`src/hw/rtl/dtc_pkg.sv`:
```
// shared types and constants of the dual timer/counter
package dtc_pkg;

    localparam int CMD_W  = 2;
    localparam int SEL_W  = 3;
    localparam int BYTE_W = 8;
    localparam int MODE_W = 2;

    localparam logic [CMD_W-1:0] CMD_TICK  = 2'd0;
    localparam logic [CMD_W-1:0] CMD_WRITE = 2'd1;
    localparam logic [CMD_W-1:0] CMD_READ  = 2'd2;

    localparam logic [SEL_W-1:0] SEL_CONTROL = 3'd0;
    localparam logic [SEL_W-1:0] SEL_LOW0    = 3'd1;
    localparam logic [SEL_W-1:0] SEL_LOW1    = 3'd2;
    localparam logic [SEL_W-1:0] SEL_HIGH0   = 3'd3;
    localparam logic [SEL_W-1:0] SEL_HIGH1   = 3'd4;

    localparam logic [MODE_W-1:0] MODE_13BIT  = 2'd0;
    localparam logic [MODE_W-1:0] MODE_16BIT  = 2'd1;
    localparam logic [MODE_W-1:0] MODE_RELOAD = 2'd2;
    localparam logic [MODE_W-1:0] MODE_SPLIT  = 2'd3;

    // control byte bit positions
    localparam int CTRL_RUN0  = 4;
    localparam int CTRL_FLAG0 = 5;
    localparam int CTRL_RUN1  = 6;
    localparam int CTRL_FLAG1 = 7;

    // mode byte bit positions
    localparam int TMOD_MODE0_LSB = 0;
    localparam int TMOD_CT0       = 2;
    localparam int TMOD_GATE0     = 3;
    localparam int TMOD_MODE1_LSB = 4;
    localparam int TMOD_CT1       = 6;
    localparam int TMOD_GATE1     = 7;

    typedef struct packed {
        logic [CMD_W-1:0]  command;
        logic [SEL_W-1:0]  reg_select;
        logic [BYTE_W-1:0] write_data;
    } t_item;

    typedef struct packed {
        logic [BYTE_W-1:0] read_data;
        logic              overflow_zero;
        logic              overflow_one;
    } t_result;

endpackage

```
`src/hw/rtl/dtc_ifs.sv`:
```
// handshake channels of the dual timer/counter
interface dtc_item_if;
    logic                          valid;
    logic                          ready;
    logic [dtc_pkg::CMD_W-1:0]     command;
    logic [dtc_pkg::SEL_W-1:0]     reg_select;
    logic [dtc_pkg::BYTE_W-1:0]    write_data;

    modport source (output valid, command, reg_select, write_data, input ready);
    modport sink   (input valid, command, reg_select, write_data, output ready);
endinterface

interface dtc_result_if;
    logic                          valid;
    logic                          ready;
    logic [dtc_pkg::BYTE_W-1:0]    read_data;
    logic                          overflow_zero;
    logic                          overflow_one;

    modport source (output valid, read_data, overflow_zero, overflow_one, input ready);
    modport sink   (input valid, read_data, overflow_zero, overflow_one, output ready);
endinterface

interface dtc_cfg_if;
    logic                          valid;
    logic                          ready;
    logic [dtc_pkg::BYTE_W-1:0]    timer_mode;

    modport source (output valid, timer_mode, input ready);
    modport sink   (input valid, timer_mode, output ready);
endinterface

```
`src/hw/rtl/dtc_pair.sv`:
```
// one timer pair advanced by a single tick in 13-bit, 16-bit or reload mode
module dtc_pair (
    input  logic [dtc_pkg::MODE_W-1:0] i_mode,
    input  logic                       i_en,
    input  logic [dtc_pkg::BYTE_W-1:0] i_low,
    input  logic [dtc_pkg::BYTE_W-1:0] i_high,
    output logic [dtc_pkg::BYTE_W-1:0] o_low,
    output logic [dtc_pkg::BYTE_W-1:0] o_high,
    output logic                       o_ovf
);

    logic [5:0]                   low5_inc;
    logic [dtc_pkg::BYTE_W-1:0]   low_inc;
    logic [dtc_pkg::BYTE_W-1:0]   high_inc;
    logic                         low_full;
    logic                         high_full;

    assign low5_inc  = {1'b0, i_low[4:0]} + 6'd1;
    assign low_inc   = i_low + 8'd1;
    assign high_inc  = i_high + 8'd1;
    assign low_full  = (i_low == 8'hFF);
    assign high_full = (i_high == 8'hFF);

    always_comb begin
        o_low  = i_low;
        o_high = i_high;
        o_ovf  = 1'b0;
        if (i_en) begin
            case (i_mode)
                dtc_pkg::MODE_13BIT: begin
                    o_low = {i_low[7:5], low5_inc[4:0]};
                    if (low5_inc[5]) begin
                        o_high = high_inc;
                        o_ovf  = high_full;
                    end
                end
                dtc_pkg::MODE_16BIT: begin
                    o_low = low_inc;
                    if (low_full) begin
                        o_high = high_inc;
                        o_ovf  = high_full;
                    end
                end
                dtc_pkg::MODE_RELOAD: begin
                    if (low_full) begin
                        o_low = i_high;
                        o_ovf = 1'b1;
                    end else begin
                        o_low = low_inc;
                    end
                end
                default: begin
                    o_low  = i_low;
                    o_high = i_high;
                    o_ovf  = 1'b0;
                end
            endcase
        end
    end

endmodule

```
`src/hw/rtl/dtc_regs.sv`:
```
// timer state registers with tick, register write and register read decode
module dtc_regs (
    input  logic                       i_clk,
    input  logic                       i_rst_n,
    input  logic                       i_fire,
    input  dtc_pkg::t_item             i_item,
    input  logic [dtc_pkg::BYTE_W-1:0] i_timer_mode,
    output dtc_pkg::t_result           o_result
);

    logic [dtc_pkg::BYTE_W-1:0] r_ctrl, r_lo0, r_hi0, r_lo1, r_hi1;
    logic [dtc_pkg::BYTE_W-1:0] n_ctrl, n_lo0, n_hi0, n_lo1, n_hi1;

    logic [dtc_pkg::MODE_W-1:0] mode0, mode1;
    logic                       en0, en1, split0;
    logic [dtc_pkg::BYTE_W-1:0] p0_lo, p0_hi, p1_lo, p1_hi;
    logic                       p0_ovf, p1_ovf;
    logic                       ov0, ov1;

    assign mode0  = i_timer_mode[dtc_pkg::TMOD_MODE0_LSB +: dtc_pkg::MODE_W];
    assign mode1  = i_timer_mode[dtc_pkg::TMOD_MODE1_LSB +: dtc_pkg::MODE_W];
    assign split0 = (mode0 == dtc_pkg::MODE_SPLIT);
    assign en0    = r_ctrl[dtc_pkg::CTRL_RUN0] & ~i_timer_mode[dtc_pkg::TMOD_GATE0]
                    & ~i_timer_mode[dtc_pkg::TMOD_CT0];
    assign en1    = r_ctrl[dtc_pkg::CTRL_RUN1] & ~i_timer_mode[dtc_pkg::TMOD_GATE1]
                    & ~i_timer_mode[dtc_pkg::TMOD_CT1];

    dtc_pair u_pair0 (
        .i_mode (mode0),
        .i_en   (en0),
        .i_low  (r_lo0),
        .i_high (r_hi0),
        .o_low  (p0_lo),
        .o_high (p0_hi),
        .o_ovf  (p0_ovf)
    );

    dtc_pair u_pair1 (
        .i_mode (mode1),
        .i_en   (en1),
        .i_low  (r_lo1),
        .i_high (r_hi1),
        .o_low  (p1_lo),
        .o_high (p1_hi),
        .o_ovf  (p1_ovf)
    );

    always_comb begin
        n_ctrl   = r_ctrl;
        n_lo0    = r_lo0;
        n_hi0    = r_hi0;
        n_lo1    = r_lo1;
        n_hi1    = r_hi1;
        ov0      = 1'b0;
        ov1      = 1'b0;
        o_result = '0;
        case (i_item.command)
            dtc_pkg::CMD_TICK: begin
                if (split0) begin
                    // timer 0 split into two 8-bit counters
                    if (en0) begin
                        n_lo0 = r_lo0 + 8'd1;
                        ov0   = (r_lo0 == 8'hFF);
                    end
                    if (r_ctrl[dtc_pkg::CTRL_RUN1]) begin
                        n_hi0 = r_hi0 + 8'd1;
                        ov1   = (r_hi0 == 8'hFF);
                    end
                end else begin
                    n_lo0 = p0_lo;
                    n_hi0 = p0_hi;
                    ov0   = p0_ovf;
                end
                n_lo1 = p1_lo;
                n_hi1 = p1_hi;
                ov1   = ov1 | p1_ovf;
                if (ov0) begin
                    n_ctrl[dtc_pkg::CTRL_FLAG0] = 1'b1;
                end
                if (ov1) begin
                    n_ctrl[dtc_pkg::CTRL_FLAG1] = 1'b1;
                end
                o_result.overflow_zero = ov0;
                o_result.overflow_one  = ov1;
            end
            dtc_pkg::CMD_WRITE: begin
                case (i_item.reg_select)
                    dtc_pkg::SEL_CONTROL: n_ctrl = i_item.write_data;
                    dtc_pkg::SEL_LOW0:    n_lo0  = i_item.write_data;
                    dtc_pkg::SEL_LOW1:    n_lo1  = i_item.write_data;
                    dtc_pkg::SEL_HIGH0:   n_hi0  = i_item.write_data;
                    dtc_pkg::SEL_HIGH1:   n_hi1  = i_item.write_data;
                    default:              n_ctrl = r_ctrl;
                endcase
            end
            dtc_pkg::CMD_READ: begin
                case (i_item.reg_select)
                    dtc_pkg::SEL_CONTROL: o_result.read_data = r_ctrl;
                    dtc_pkg::SEL_LOW0:    o_result.read_data = r_lo0;
                    dtc_pkg::SEL_LOW1:    o_result.read_data = r_lo1;
                    dtc_pkg::SEL_HIGH0:   o_result.read_data = r_hi0;
                    dtc_pkg::SEL_HIGH1:   o_result.read_data = r_hi1;
                    default:              o_result.read_data = '0;
                endcase
            end
            default: begin
                o_result = '0;
            end
        endcase
    end

    always_ff @(posedge i_clk) begin
        if (!i_rst_n) begin
            r_ctrl <= '0;
            r_lo0  <= '0;
            r_hi0  <= '0;
            r_lo1  <= '0;
            r_hi1  <= '0;
        end else if (i_fire) begin
            r_ctrl <= n_ctrl;
            r_lo0  <= n_lo0;
            r_hi0  <= n_hi0;
            r_lo1  <= n_lo1;
            r_hi1  <= n_hi1;
        end
    end

endmodule

```
`src/hw/rtl/dual_timer_counter_four_mode_unit.sv`:
```
// Two 8051-style timer/counters (timer 0 and timer 1) in modes 0 to 3, driven by tick, register
// write and register read beats. One beat is taken every clock cycle unless the result channel
// stalls: a beat sits in the input register while the timer state and the result are worked
// out in a single pass, then the state registers update and the result moves to the output
// register, from which it is offered. Back pressure on the result channel stalls the input
// register and from there the input channel; the mode byte is written through the configuration
// channel, always ready; the user must write it only while no beat is in flight (not enforced).
module dual_timer_counter_four_mode_unit (
    input  logic           i_clk,
    input  logic           i_rst_n,
    dtc_item_if.sink       i_item,
    dtc_result_if.source   o_result,
    dtc_cfg_if.sink        i_cfg
);

    logic                       r_in_valid;
    dtc_pkg::t_item             r_item;
    logic                       r_out_valid;
    dtc_pkg::t_result           r_result;
    logic [dtc_pkg::BYTE_W-1:0] r_timer_mode;

    dtc_pkg::t_result           core_result;
    logic                       move;
    logic                       in_fire;

    assign move    = r_in_valid & (~r_out_valid | o_result.ready);
    assign in_fire = i_item.valid & i_item.ready;

    assign i_item.ready           = ~r_in_valid | move;
    assign i_cfg.ready            = 1'b1;
    assign o_result.valid         = r_out_valid;
    assign o_result.read_data     = r_result.read_data;
    assign o_result.overflow_zero = r_result.overflow_zero;
    assign o_result.overflow_one  = r_result.overflow_one;

    dtc_regs u_regs (
        .i_clk        (i_clk),
        .i_rst_n      (i_rst_n),
        .i_fire       (move),
        .i_item       (r_item),
        .i_timer_mode (r_timer_mode),
        .o_result     (core_result)
    );

    always_ff @(posedge i_clk) begin
        if (!i_rst_n) begin
            r_in_valid   <= 1'b0;
            r_out_valid  <= 1'b0;
            r_timer_mode <= '0;
        end else begin
            if (in_fire) begin
                r_in_valid <= 1'b1;
            end else if (move) begin
                r_in_valid <= 1'b0;
            end
            if (move) begin
                r_out_valid <= 1'b1;
            end else if (o_result.ready) begin
                r_out_valid <= 1'b0;
            end
            if (i_cfg.valid) begin
                r_timer_mode <= i_cfg.timer_mode;
            end
        end
    end

    always_ff @(posedge i_clk) begin
        if (in_fire) begin
            r_item.command    <= i_item.command;
            r_item.reg_select <= i_item.reg_select;
            r_item.write_data <= i_item.write_data;
        end
        if (move) begin
            r_result <= core_result;
        end
    end

    // only a read beat returns register data
    a_read_only: assert property (@(posedge i_clk) disable iff (!i_rst_n)
        move && r_item.command != dtc_pkg::CMD_READ |=> r_result.read_data == '0)
        else $error("read data on a beat that is not a read");

    // only a tick beat reports an overflow
    a_ovf_tick_only: assert property (@(posedge i_clk) disable iff (!i_rst_n)
        move && r_item.command != dtc_pkg::CMD_TICK
        |=> !r_result.overflow_zero && !r_result.overflow_one)
        else $error("overflow reported on a beat that is not a tick");

    // a held item leaves the input register only into a free output register
    a_no_overwrite: assert property (@(posedge i_clk) disable iff (!i_rst_n)
        r_out_valid && !o_result.ready && r_in_valid |=> r_out_valid && r_in_valid)
        else $error("stalled beat lost");

endmodule

```
`src/flat_wrapper.sv`:
```
// flat-port wrapper written by rule: the top's interface ports become plain ports
module dual_timer_counter_four_mode_unit_flat 
  (i_clk, i_rst_n, i_item_valid, i_item_command, i_item_reg_select, i_item_write_data, i_item_ready, o_result_valid, o_result_read_data, o_result_overflow_zero, o_result_overflow_one, o_result_ready, i_cfg_valid, i_cfg_timer_mode, i_cfg_ready);
  dtc_item_if i_item_i ();
  dtc_result_if o_result_i ();
  dtc_cfg_if i_cfg_i ();
  input  logic i_clk;
  input  logic i_rst_n;
  input wire logic [$bits(i_item_i.valid)-1:0] i_item_valid;
  input wire logic [$bits(i_item_i.command)-1:0] i_item_command;
  input wire logic [$bits(i_item_i.reg_select)-1:0] i_item_reg_select;
  input wire logic [$bits(i_item_i.write_data)-1:0] i_item_write_data;
  output wire logic [$bits(i_item_i.ready)-1:0] i_item_ready;
  output wire logic [$bits(o_result_i.valid)-1:0] o_result_valid;
  output wire logic [$bits(o_result_i.read_data)-1:0] o_result_read_data;
  output wire logic [$bits(o_result_i.overflow_zero)-1:0] o_result_overflow_zero;
  output wire logic [$bits(o_result_i.overflow_one)-1:0] o_result_overflow_one;
  input wire logic [$bits(o_result_i.ready)-1:0] o_result_ready;
  input wire logic [$bits(i_cfg_i.valid)-1:0] i_cfg_valid;
  input wire logic [$bits(i_cfg_i.timer_mode)-1:0] i_cfg_timer_mode;
  output wire logic [$bits(i_cfg_i.ready)-1:0] i_cfg_ready;
  assign i_item_i.valid = i_item_valid;
  assign i_item_i.command = i_item_command;
  assign i_item_i.reg_select = i_item_reg_select;
  assign i_item_i.write_data = i_item_write_data;
  assign i_item_ready = i_item_i.ready;
  assign o_result_valid = o_result_i.valid;
  assign o_result_read_data = o_result_i.read_data;
  assign o_result_overflow_zero = o_result_i.overflow_zero;
  assign o_result_overflow_one = o_result_i.overflow_one;
  assign o_result_i.ready = o_result_ready;
  assign i_cfg_i.valid = i_cfg_valid;
  assign i_cfg_i.timer_mode = i_cfg_timer_mode;
  assign i_cfg_ready = i_cfg_i.ready;
  dual_timer_counter_four_mode_unit u_core (.i_clk(i_clk), .i_rst_n(i_rst_n), .i_item(i_item_i), .o_result(o_result_i), .i_cfg(i_cfg_i));
endmodule
```
`config.mk`:
```
export PLATFORM = sky130hd
export DESIGN_NAME = dual_timer_counter_four_mode_unit_flat
export DESIGN_NICKNAME = d
export VERILOG_FILES = /design/src/hw/rtl/dtc_pkg.sv /design/src/hw/rtl/dtc_ifs.sv /design/src/hw/rtl/dtc_pair.sv /design/src/hw/rtl/dtc_regs.sv /design/src/hw/rtl/dual_timer_counter_four_mode_unit.sv /design/src/flat_wrapper.sv
export SDC_FILE = /design/constraint.sdc
export NUM_CORES = 1
export LEC_CHECK = 0
export ABC_CLOCK_PERIOD_IN_PS = 2500
export BUFFER_PORTS_ARGS = -buffer_cell sky130_fd_sc_hd__buf_2
export CAP_MARGIN = 20
export CORE_MARGIN = 1.5
export CORE_UTILIZATION = 34
export DETAILED_ROUTE_END_ITERATION = 10
export GPL_TIMING_DRIVEN = 0
export PLACE_DENSITY = 0.58
export REMOVE_ABC_BUFFERS = 1
export SLEW_MARGIN = 10
export SYNTH_ARGS = -nofsm -noshare
export SYNTH_HDL_FRONTEND = slang
export SYNTH_SLANG_ARGS = --single-unit
export TNS_END_PERCENT = 20
```
`constraint.sdc`:
```
create_clock -name i_clk -period 2.5 [get_ports i_clk]
set_clock_uncertainty 0.05 [all_clocks]
set_input_delay 0.125 -clock i_clk [delete_from_list [all_inputs] [get_ports i_clk]]
set_output_delay 0.125 -clock i_clk [all_outputs]
set_load 0.1 [all_outputs]
```
==> key figures <==
Clock network
  – H-tree depth: 3
  – Clock Tree Buf Depth: 2
  – TritonCTS clock tree: yes
  – Cts bufs inserted: 9
  – CTS sink cnt: 73
  – Clock Pin Slew Worst Setup and Hold Paths: about 60 ps
  – Clock Latency Late Sink: 350 ps
  – Root buffer cell: clkbuf_16

Final layout
  – Diodes inserted: 0
  – Area growth syn-to-layout: 19.4%
  – Multi-input logic area: approximately 2500 um2
  – Share of post-route cells with drive strength above 1: 0.145
  – Fillers: about 1200
  – Final net count: 583
  – Register area: between 1500 and 2000 um2

Critical path
  – R2R Setup Slk: 120 ps
  – CP arrival: 2510 ps
  – Critical path launch point type: flip-flop
  – CP Capture Type: flip-flop
  – FF-to-FF Start: u_core.u_regs.r_hi0[0]$_SDFFE_PN0P_
  – Worst path slowest cell: nor3_1
  – Critical path buffer and inverter count: 0
  – CP max FO: 6
  – Critical Path RT: 2630 ps
  – Crit Reg-Reg Endpoint: u_core.o_result.overflow_zero$_SDFFCE_PN0P_
  – Delay-heaviest family, CP: simple AND/OR/NAND/NOR gates
  – Worst Path Class, Setup: flip-flop to flip-flop
  – Worst-path cell chain: ha_1, nand4_1, nor3_1, a211oi_1, a2bb2oi_1, nor3_1
  – R2R cell count: 6
  – Worst path most repeated cell: nor3_1
  – Slowest stage delay, CP: 670 ps

Power
  – Psw: 0.773 mW
  – Leak: 1.85 nW
  – Combinational share of power: 0.121
  – Power share of the sequential group: 0.443
  – Sw Ratio: 0.262
  – PD cells: 566 nW/um2
  – Worst VDD drop: 0.280 mV
  – Final Power: 2.95 mW
  – Pint: 2.18 mW
  – Clock power share: 0.436

Run status
  – Status: complete, no violations

Die
  – Die X: 116 um
  – Die Area: 13500 um2
  – Initial Utilization: 0.347
  – Ports: 39
  – FP Rows: between 40 and 50
  – Core Area: 12600 um2
  – Die Height: 116 um

Routing
  – Vias: roughly 4100
  – Antenna Nets Post-Route: 0
  – Routed len/inst: 18.1 um
  – First DRT Iteration DRCs: 370
  – Via/cell ratio: 5.64
  – DRC: 0
  – DRT Pass-1 Iters: 5
  – Post-Route WL: 13100 um

Synth
  – Area contributors post-synth: dfxtp_1 23%, edfxtp_1 16%, mux2i_1 5.1%
  – Number of synthesized flops with an enable pin: 23
  – Post-synthesis adder-cell area fraction: 0.0344
  – Synth cell types: 71
  – Post-synth top cells: 54 x nand2_1, 51 x nor2_1, 50 x dfxtp_1
  – Post-synthesis cell count: 501
  – Mapped cell area: 4360 um2
  – Area leader, netlist: dfxtp_1
  – Mux cell area share after synthesis: 0.0557
  – Main combinational cell family by area after synthesis: simple AND/OR/NAND/NOR gates
  – Top-count cell post-synth: nand2_1
  – Post-synthesis compound-gate area fraction: 0.221
  – Post-synth ARST share: 0
  – Post-Syn Area per Cell: roughly 8.7 um2
  – Top cell type's share of synthesized area: 0.230
  – FF+latch count, synth: 73
  – XOR/XNOR share of the synthesized area: 0.0181
  – Sequential share of the synthesized area: 0.388
  – Top FF cell, synth: dfxtp_1
  – Post-Synth Simple-Gate Area: 0.230
  – Synth warn: 0

GRT
  – Initial antenna violation count: 0
  – First-pass GRT wire length: 19900 um
  – Largest net degree at the start of global routing: 38
  – Tot GR Track Use: 0.197
  – Vias in the first global route: 3640
  – Total gr overflow: 0

STA
  – Slew Limit Headroom: 0.298
  – Post-route setup slack: 119 ps
  – Worst slew pin tran: 1050 ps
  – Crit path time final: around 2400 ps
  – RSZ-0062 raised after global routing: no
  – Final hold violation count: 0
  – Final period utilization: 0.953
  – Peak Freq: 420 MHz
  – Final Max Tran Viols: 0
  – Setup violators final: 0

Placed design
  – Worst slack at placement: -483 ps
  – Gpl congestion: 0.903
  – # port buffers: 37
  – Dpl hpwl: 8820 um

Min path
  – Hold worst-path end: u_core.o_result.valid$_SDFFE_PN0P_
  – Worst Hold Class: input pin to flip-flop
  – Worst Hold Launch: o_result_ready
  – Hold depth: 4

Run
  – Max_cap viols: 0
==> cells by family (layout without fill, tap and decap cells) <==
logic type               after synthesis  after routing
AO/OA/AOI/OAI                        138            138
XOR/XNOR                               9              9
adder cells (fa/ha/maj)               12             12
buffers and inverters                 49             97
flip-flops                            73             73
multiplexers                          23             23
other                                  1              1
AND/OR/NAND/NOR                      196            197
==> routing by layer <==
metal,up-vias,GRT usage,wire length (um)
met1,1929,0.264,5900
met5,-,0,0
met3,38,0.0343,682
met4,0,0.122,632
met2,133,0.295,5840
li1,1970,-,-
==> layout make-up <==
cell class / instances / area share
clock inverters: 4 / 0.00817
inverters: 15 / 0.0108
well taps: 172 / 0.0413
flip-flops and latches: 73 / 0.325
clock buffers: 12 / 0.0474
multi-input cells: 380 / 0.479
repair buffers: 66 / 0.0880
==> what timing repair did <==
action	4_1_cts	5_1_grt
setup buffers	2	5
hold buffers	22	0
gates resized for setup	3	5
pin swaps	0	1
endpoints found under the hold margin	22	0
gates cloned	0	1
setup endpoints to repair	30	26
==> cell usage in the layout, fill, tap and decap left out, types with 3 or more instances in the layout <==
| cell type | netlist | routed |
|---|---|---|
| nand4_1 | 9 | 9 |
| xnor2_1 | 5 | 5 |
| mux2i_1 | 22 | 22 |
| nand2b_1 | 5 | 4 |
| nand2_1 | 54 | 54 |
| o31ai_1 | 8 | 8 |
| edfxtp_1 | 23 | 23 |
| dfxtp_1 | 50 | 50 |
| and4_1 | 5 | 5 |
| o311ai_0 | 3 | 3 |
| nor2b_1 | 4 | 3 |
| a221oi_1 | 14 | 14 |
| nor3b_1 | 3 | 3 |
| nor3_1 | 14 | 14 |
| buf_2 | 6 | 37 |
| inv_1 | 14 | 14 |
| o21ai_1 | 4 | 4 |
| a21oi_1 | 21 | 21 |
| nand3_1 | 21 | 20 |
| and3_1 | 5 | 5 |
| nor2_1 | 51 | 51 |
| a311oi_1 | 3 | 3 |
| ha_1 | 12 | 12 |
| a211oi_1 | 8 | 7 |
| o21ai_0 | 31 | 31 |
| or3_1 | 3 | 3 |
| o22ai_1 | 6 | 6 |
| dlygate4sd3_1 | 0 | 22 |
| clkbuf_16 | 0 | 9 |
| o211ai_1 | 6 | 6 |
| buf_4 | 3 | 7 |
| a31oi_1 | 5 | 5 |
| a21o_1 | 4 | 4 |
| nand3b_1 | 4 | 4 |
| xor2_1 | 4 | 4 |
==> worst reg2reg max path, stage by stage (launching register included) <==
cell and delay, ps:
dfxtp_1 470, ha_1 300, nand4_1 170, nor3_1 670
a211oi_1 180, a2bb2oi_1 200, nor3_1 180
==> registers in the layout, indices dropped and copies added, names as in the netlist <==
signal,count
u_core.r_timer_mode,8
u_core.o_result.valid,1
u_core.o_result.overflow_one,1
u_core.r_item,13
u_core.u_regs.r_ctrl,8
u_core.o_result.overflow_zero,1
u_core.o_result.read_data,8
u_core.u_regs.r_lo1,8
u_core.u_regs.r_lo0,8
u_core.r_in_valid,1
u_core.u_regs.r_hi0,8
u_core.u_regs.r_hi1,8
==> worst max path at each step <==
stage                                         from                                           to  slack (ps)  depth (start not counted)
2_1_floorplan   u_core.o_result.valid$_SDFFE_PN0P_                   u_core.r_item[0]$_DFFE_PP_        -400                          3
3_3_place_gp           u_core.r_item[11]$_DFFE_PP_         u_core.u_regs.r_ctrl[7]$_SDFFE_PN0P_       -1610                          4
3_5_place_dp           u_core.r_item[12]$_DFFE_PP_          u_core.u_regs.r_lo0[7]$_SDFFE_PN0P_        -480                          5
4_1_cts                u_core.r_item[11]$_DFFE_PP_          u_core.u_regs.r_lo1[7]$_SDFFE_PN0P_          10                          5
5_1_grt                u_core.r_item[12]$_DFFE_PP_          u_core.u_regs.r_lo1[4]$_SDFFE_PN0P_           4                          5
6_report       u_core.u_regs.r_hi0[0]$_SDFFE_PN0P_  u_core.o_result.overflow_zero$_SDFFCE_PN0P_         120                          6
==> power groups by stage <==
stage          Combinational, mW  Sequential (mW)  Clock [mW]
6_report                   0.358             1.31        1.28
2_1_floorplan              0.166             1.37           0
4_1_cts                    0.339             1.31        1.31
3_5_place_dp               0.304             1.33           0
3_3_place_gp               0.300             1.33           0
5_1_grt                    0.387             1.31        1.36
==> metrics by stage <==
step	TNS, ps	instance area, um2	util	instances	hold WS, ps
after floorplan	-7260	4190	-	467	174
after global placement	-39920	4590	0.365	676	254
after CTS	0	5130	0.408	716	82.6
after detailed placement	-4110	4600	0.366	676	253
after global routing	0	5200	0.414	722	159
final	0	5200	0.414	722	88.0
Note: power is estimated with default switching activity, not from simulation.
